### src/hw/rtl/athk_pkg.sv
// Shared types and constants for the angular triangular-kernel histogram.
`default_nettype none

package athk_pkg;

	// Operation codes carried on the input tuser
	localparam logic [1:0] OP_ADD   = 2'd0;
	localparam logic [1:0] OP_READ  = 2'd1;
	localparam logic [1:0] OP_CLEAR = 2'd2;

	// Field widths
	localparam int OP_W     = 2;
	localparam int ANGLE_W  = 16;
	localparam int BIN_W    = 9;
	localparam int ACC_W    = 40;
	localparam int SPREAD_W = 12;
	localparam int FRAC_W   = 16;
	localparam int WEIGHT_W = FRAC_W + 1;

	// Stream widths, padded to whole bytes
	localparam int IN_W  = 32;
	localparam int OUT_W = 48;

	// Histogram geometry
	localparam int NUM_BINS = 360;

	// Shift-subtract steps per divider run (angle bits or weight fraction bits)
	localparam int DIV_STEPS = 16;

	localparam logic [SPREAD_W-1:0] SPREAD_RESET = 12'd704;
	localparam logic [ACC_W-1:0]    ACC_MAX      = {ACC_W{1'b1}};
	localparam logic [WEIGHT_W-1:0] WEIGHT_ONE   = {1'b1, {FRAC_W{1'b0}}};

	// Start request for the shared divider
	typedef struct packed {
		logic               load;
		logic [ANGLE_W-1:0] feed;
	} div_req_t;

endpackage

`default_nettype wire

### src/hw/rtl/athk_div.sv
// Shared shift-subtract divider: one quotient bit per cycle.
`default_nettype none

module athk_div #(
	parameter int DW = 14
) (
	input  wire logic                                clk,
	input  wire logic                                arst_n,
	input  wire athk_pkg::div_req_t                  req,
	input  wire logic [DW-1:0]                       rem_init,
	input  wire logic [DW-1:0]                       divisor,
	output logic                                     busy,
	output logic [athk_pkg::DIV_STEPS-1:0]           quotient,
	output logic [DW-1:0]                            remainder
);

	localparam int CNT_W = $clog2(athk_pkg::DIV_STEPS + 1);

	logic                              busy_q;
	logic [CNT_W-1:0]                  cnt_q;
	logic [DW-1:0]                     rem_q;
	logic [DW-1:0]                     div_q;
	logic [athk_pkg::ANGLE_W-1:0]      feed_q;
	logic [athk_pkg::DIV_STEPS-1:0]    quo_q;

	logic [DW:0] trial;
	logic [DW:0] trial_sub;
	logic        ge;
	logic [DW-1:0] rem_next;

	// Shift in the next dividend bit and try the subtraction
	always_comb begin
		trial     = {rem_q, feed_q[athk_pkg::ANGLE_W-1]};
		trial_sub = trial - {1'b0, div_q};
		ge        = (trial >= {1'b0, div_q});
		rem_next  = ge ? trial_sub[DW-1:0] : trial[DW-1:0];
	end

	// Step counter
	always_ff @(posedge clk or negedge arst_n) begin
		if (!arst_n) begin
			busy_q <= 1'b0;
			cnt_q  <= '0;
		end else if (req.load) begin
			busy_q <= 1'b1;
			cnt_q  <= CNT_W'(athk_pkg::DIV_STEPS);
		end else if (busy_q) begin
			cnt_q  <= cnt_q - 1'b1;
			busy_q <= (cnt_q != CNT_W'(1));
		end
	end

	// Remainder and quotient
	always_ff @(posedge clk) begin
		if (req.load) begin
			rem_q  <= rem_init;
			div_q  <= divisor;
			feed_q <= req.feed;
			quo_q  <= '0;
		end else if (busy_q) begin
			rem_q  <= rem_next;
			feed_q <= {feed_q[athk_pkg::ANGLE_W-2:0], 1'b0};
			quo_q  <= {quo_q[athk_pkg::DIV_STEPS-2:0], ge};
		end
	end

	assign busy      = busy_q;
	assign quotient  = quo_q;
	assign remainder = rem_q;

endmodule

`default_nettype wire

### config.mk
export PLATFORM = sky130hd
export DESIGN_NAME = athk_div
export DESIGN_NICKNAME = d
export VERILOG_FILES = /design/src/hw/rtl/athk_pkg.sv /design/src/hw/rtl/athk_div.sv
export SDC_FILE = /design/constraint.sdc
export NUM_CORES = 1
export LEC_CHECK = 0
export BUFFER_PORTS_ARGS = -buffer_cell sky130_fd_sc_hd__buf_4
export CAP_MARGIN = 10
export CORE_ASPECT_RATIO = 0.8
export CORE_MARGIN = 3
export CORE_UTILIZATION = 28
export DETAILED_ROUTE_END_ITERATION = 10
export GPL_ROUTABILITY_DRIVEN = 0
export PLACE_DENSITY = 0.45
export REMOVE_ABC_BUFFERS = 1
export SYNTH_ARGS = -nofsm -noshare
export SYNTH_HDL_FRONTEND = slang
export SYNTH_SLANG_ARGS = --single-unit
export TNS_END_PERCENT = 20
### constraint.sdc
create_clock -name clk -period 4.15 [get_ports clk]
set_input_delay 0.83 -clock clk [delete_from_list [all_inputs] [get_ports clk]]
set_output_delay 0.83 -clock clk [all_outputs]
set_load 0.005 [all_outputs]
; After elaboration in Yosys (flattened, before gate mapping)
; Cells that the tools add are included.
[word_totals]
output_inout_bits = 31
regBits = 66
input_bits = 47
[op_classes]
addsub = 2
eq_ne = 1
magnitude_cmp = 1
n_reduce_logical = 1
n_mux = 9
[ops]
columns = op, count
row1 = two-way mux 14 bit, 3
row2 = two-way mux 16 bit, 2
row3 = greater-or-equal comparator 15 x 14 -> 1 bit, 1
row4 = subtractor 14 bit, 1
row5 = two-way mux 5 bit, 2
row6 = "!= test 5 x 1 -> 1 bit, second input constant", 1
row7 = "subtractor 5 x 1 -> 5 bit, second input constant", 1
row8 = two-way mux 1 bit, 2
row9 = nonzero test 2 bit, 1

; Longest topological paths before layout
[logic_depth]
word_depth = 4
ltp_mapped = 10

; Worst setup path before layout
; Ideal clock, no wire load.
[synth_path]
path_kind = in2reg
start = in req[16] (netlist bit)
end = reg feed_q[0] (netlist bit), enable pin
n_path_buf = 2
stages = 4
slack_ns = 1.785
arrival_ns = 1.977
path_cell_list = clkbuf_1 > inv_1 > clkbuf_1 > nand2_1
[synth_via]
elab_chain_cells = 1
[synth_lines]
columns = item, line_no
row1 = "start, declared", athk_div.sv:9  ; input wire athk_pkg::div_req_t req,
row2 = nonzero test 2 bit (no source line), --
row3 = "end signal, assigned", athk_div.sv:58  ; feed_q <= req.feed;
row4 = "end signal, assigned", athk_div.sv:62  ; feed_q <= {feed_q[athk_pkg::ANGLE_W-2:0], 1'b0};
row5 = "end, declared", athk_div.sv:23  ; logic [athk_pkg::ANGLE_W-1:0] feed_q;
; No other way between the ends.
; A chain may end at the register's enable or synchronous reset.

; Worst setup path after layout
[layout_path]
start = reg rem_q[11], in the netlist remainder[11]
end = reg rem_q[12], in the netlist remainder[12], data pin
[layout_via]
elab_chain_cells = 4
[layout_lines]
columns = item, line_no
row1 = "start, declared", athk_div.sv:21  ; logic [DW-1:0] rem_q;
row2 = "start signal, assigned", athk_div.sv:56  ; rem_q <= rem_init;
row3 = "start signal, assigned", athk_div.sv:61  ; rem_q <= rem_next;
row4 = subtractor 14 bit / greater-or-equal comparator 15 x 14 -> 1 bit (equally long branches), "athk_div.sv:34, athk_div.sv:35"
row5 = two-way mux 14 bit (*), athk_div.sv:36  ; rem_next = ge ? trial_sub[DW-1:0] : trial[DW-1:0];
row6 = two-way mux 14 bit (*), athk_div.sv:60  ; end else if (busy_q) begin
row7 = two-way mux 14 bit (*), athk_div.sv:55  ; if (req.load) begin
; Every way passes the cells marked *; elsewhere a longest branch is shown, timed or not. The select of a mux whose other input is x is not followed.

==> reports/metrics.cfg <==
[status]
status = finished, final reports clean

[clocking]
cts-root-buf = clkbuf_16
numCtsBuffers = 9
cts_tree = yes
clk_pin_slew_ns = 0.06
cts-resized-gates = 0
clkLatencyLatePin_ns = 0.33
cts_setup_buffers = 0
cts_max_path_buffers = 2
clock_sinks = 66
htreeDepth = 3
cts.hold.buffers_added = 0

[floorplanning]
die_h_um = 106
std_cell_rows = 35
num_io_pins = 78
initial_core_util_pct = 29.5
die_area_um2 = 13900
die_w_um = 131
core_um2 = 11900

[logic_synthesis]
async_flop_share_pct = 9.09
synth_cell_types = 55
ys_ff_latch = 66
syn_area_um2 = 3500
yosys.area_share.simple_pct = 12.5
synth-adder-area-share_pct = 6.29
synth_ff_type = edfxtp_1
syn-mean-instance-area_um2 = 11.4
synth_xor_area_share_pct = 3.25
synth_edf_count = 44
yosys_warnings = 0
synth.area.mux_share_pct = 10.5
synth_top_family_by_area = simple AND/OR/NAND/NOR gates
synthCells = 307
synth_compound_area_share_pct = 11.8
ys_seq_area_share_pct = 51.2

[critical_path]
path_max_fanout = 19
crit_path_end_kind = flop
crit_required_ns = 4.22
cp.arrival_ns = 2.66
critPathLaunchType = flop
worstPathCellList = ha_1 -> a21oi_1 -> o21ai_1 -> a211oi_2 -> o21ai_4 -> and2_4 -> a221o_1
criticalPathCategory = flop to flop
crit_slowest_cell = edfxtp_1
max_stage_delay_ns = 0.42

[global_routing]
grt_max_degree = 66
antenna_found_initial = 0
track_usage_pct = 12.7
grt_pass1_vias = 2525
grt_overflow_total = 0
grt_pass1_wl_mm = 13.6

[layout]
insertedDiodeCount = 0
syn2layout_area_growth_pct = 30.3
drive_gt1_share_pct = 31.4
fin_nets = 451
fin_util_pct = 38.4

[routing]
drcViolationCount = 0
routedWlPerCell_um = 15.0
vias = 2558
via_per_inst = 4.58
drt_iter0_drc = 116
ant_nets = 0
drtPass1Iterations = 4
wirelength_mm = 8.38

[power_and_ir_drop]
p_leak_nw = 2.06
power.density_nw_per_um2 = 640
ir_drop_mv = 0.254

[timing]
slew-limit-headroom_pct = 49.8
rsz0062_at_grt = false
tns_ns = 0
tightestPinTransition_ns = 0.753
finalSetupViolations = 0
skew_ns = 0.00677
final_max_slew_viol_count = 0
clock.fmax_mhz = 386
fin_crit_sh_pct = 62.4
post-route-min-period_ns = 2.59
hold_viol_final = 0

[placement]
dp_hpwl_mm = 6.03
port_buffers = 77

[min_path]
min_path_type = input port to asynchronous set/reset pin

[run]
cap_viol_max_count = 0

-- worst paths after layout --
check / from / to / slack [ns] / depth (start not counted)
worst max-delay path: remainder[11] / remainder[12] / 1.56 / 7
worst min-delay path: arst_n / cnt_q[2] / 0.30 / 1
worst max register to register: remainder[11] / remainder[12] / 1.56 / 7
worst min register to register: quotient[15] / quotient[15] / 0.50 / 2
max in group asynchronous: arst_n / cnt_q[3] / 3.73 / 1
min in group clk: quotient[15] / quotient[15] / 0.50 / 2
-- synth_stat cells (5+ instances only) --
cell / instances / area share [%]
a21o_1: 5 / 1.1
mux2i_1: 20 / 5.7
dfrtp_1: 6 / 4.3
edfxtp_1: 44 / 38
mux2_2: 15 / 4.8
inv_1: 22 / 2.4
nor2_1: 36 / 3.9
a21oi_1: 14 / 2.0
nand2_1: 19 / 2.0
nand3_1: 5 / 0.71
o21ai_1: 6 / 0.86
dfxtp_1: 16 / 9.2
clkbuf_1: 8 / 0.86
ha_1: 16 / 5.7
xnor2_1: 9 / 2.3
-- critical path, delay by kind of cell (launching register included) --
kind / cells / cell delay (ns)
AND/OR/NAND/NOR: 1 / 0.26
AO/OA/AOI/OAI: 5 / 1.27
flip-flops: 1 / 0.42
adder cells (fa/ha/maj): 1 / 0.38
-- metal layers --
layer / vias up / part of all wire (%) / global-route usage [%]
met2: 81 / 43 / 17.7
met5: - / 0 / 0
met4: 0 / 1.1 / 3.96
li1: 1275 / - / -
met1: 1194 / 47 / 17.6
met3: 8 / 9.0 / 5.47
-- sequential cells by signal, indices dropped and copies added, names as in the netlist --
name,count
busy,1
cnt_q,5
div_q,14
feed_q,16
quotient,16
remainder,14
-- cells in the final DEF (no fill, tap or decap), drive strengths merged, types with 3 or more instances in the layout --
cell,Yosys,layout
a221o,3,3
and2,4,4
mux2i,20,20
clkbuf,8,12
o311ai,3,3
o21ai,11,11
a21o,5,5
mux2,15,15
inv,22,25
edfxtp,44,44
nand2b,3,3
nand4,4,4
nor2,36,36
nor3b,3,3
xnor2,9,9
nor3,4,4
xor2,4,4
a21oi,15,15
a211oi,3,3
nand3,5,5
nand2,19,19
buf,5,82
dfxtp,16,16
dfrtp,6,6
ha,16,16
-- cells by family (layout without fill, tap and decap cells) --
group	Yosys count	after routing
compound gates	53	53
xor+xnor	13	13
fa+ha+maj	17	17
buf+inv	35	120
flops	66	66
mux	35	35
simple gates	88	88
-- where the power goes --
group	switching (mW)	leakage, nW	internal, mW
combinational	0.635	1.25	0.555
sequential	0.0997	0.655	0.866
clock	0.288	0.155	0.477
-- stage by stage --
stage	hold WS, ns	area [um2]	total power [mW]	std cells	setup slack (ns)
global route	0.287	4560	3.14	558	1.35
detailed placement	0.487	4250	2.18	542	1.54
global placement	0.480	4250	2.18	542	1.56
floorplan	0.486	3430	1.79	294	1.80
CTS	0.280	4560	2.97	558	1.53
finish	0.298	4560	2.92	558	1.56
-- final cells by class --
cell class                 instances  area (um2)
clock buffer                      12         278
clock inverter                     4        28.8
fill                            1213        7310
inverter                          22        82.6
multi-input combinational        206        1560
sequential                        66        1790
tap                              166         208
timing repair buffer              82         616
Power figures use the tool's default switching activity.
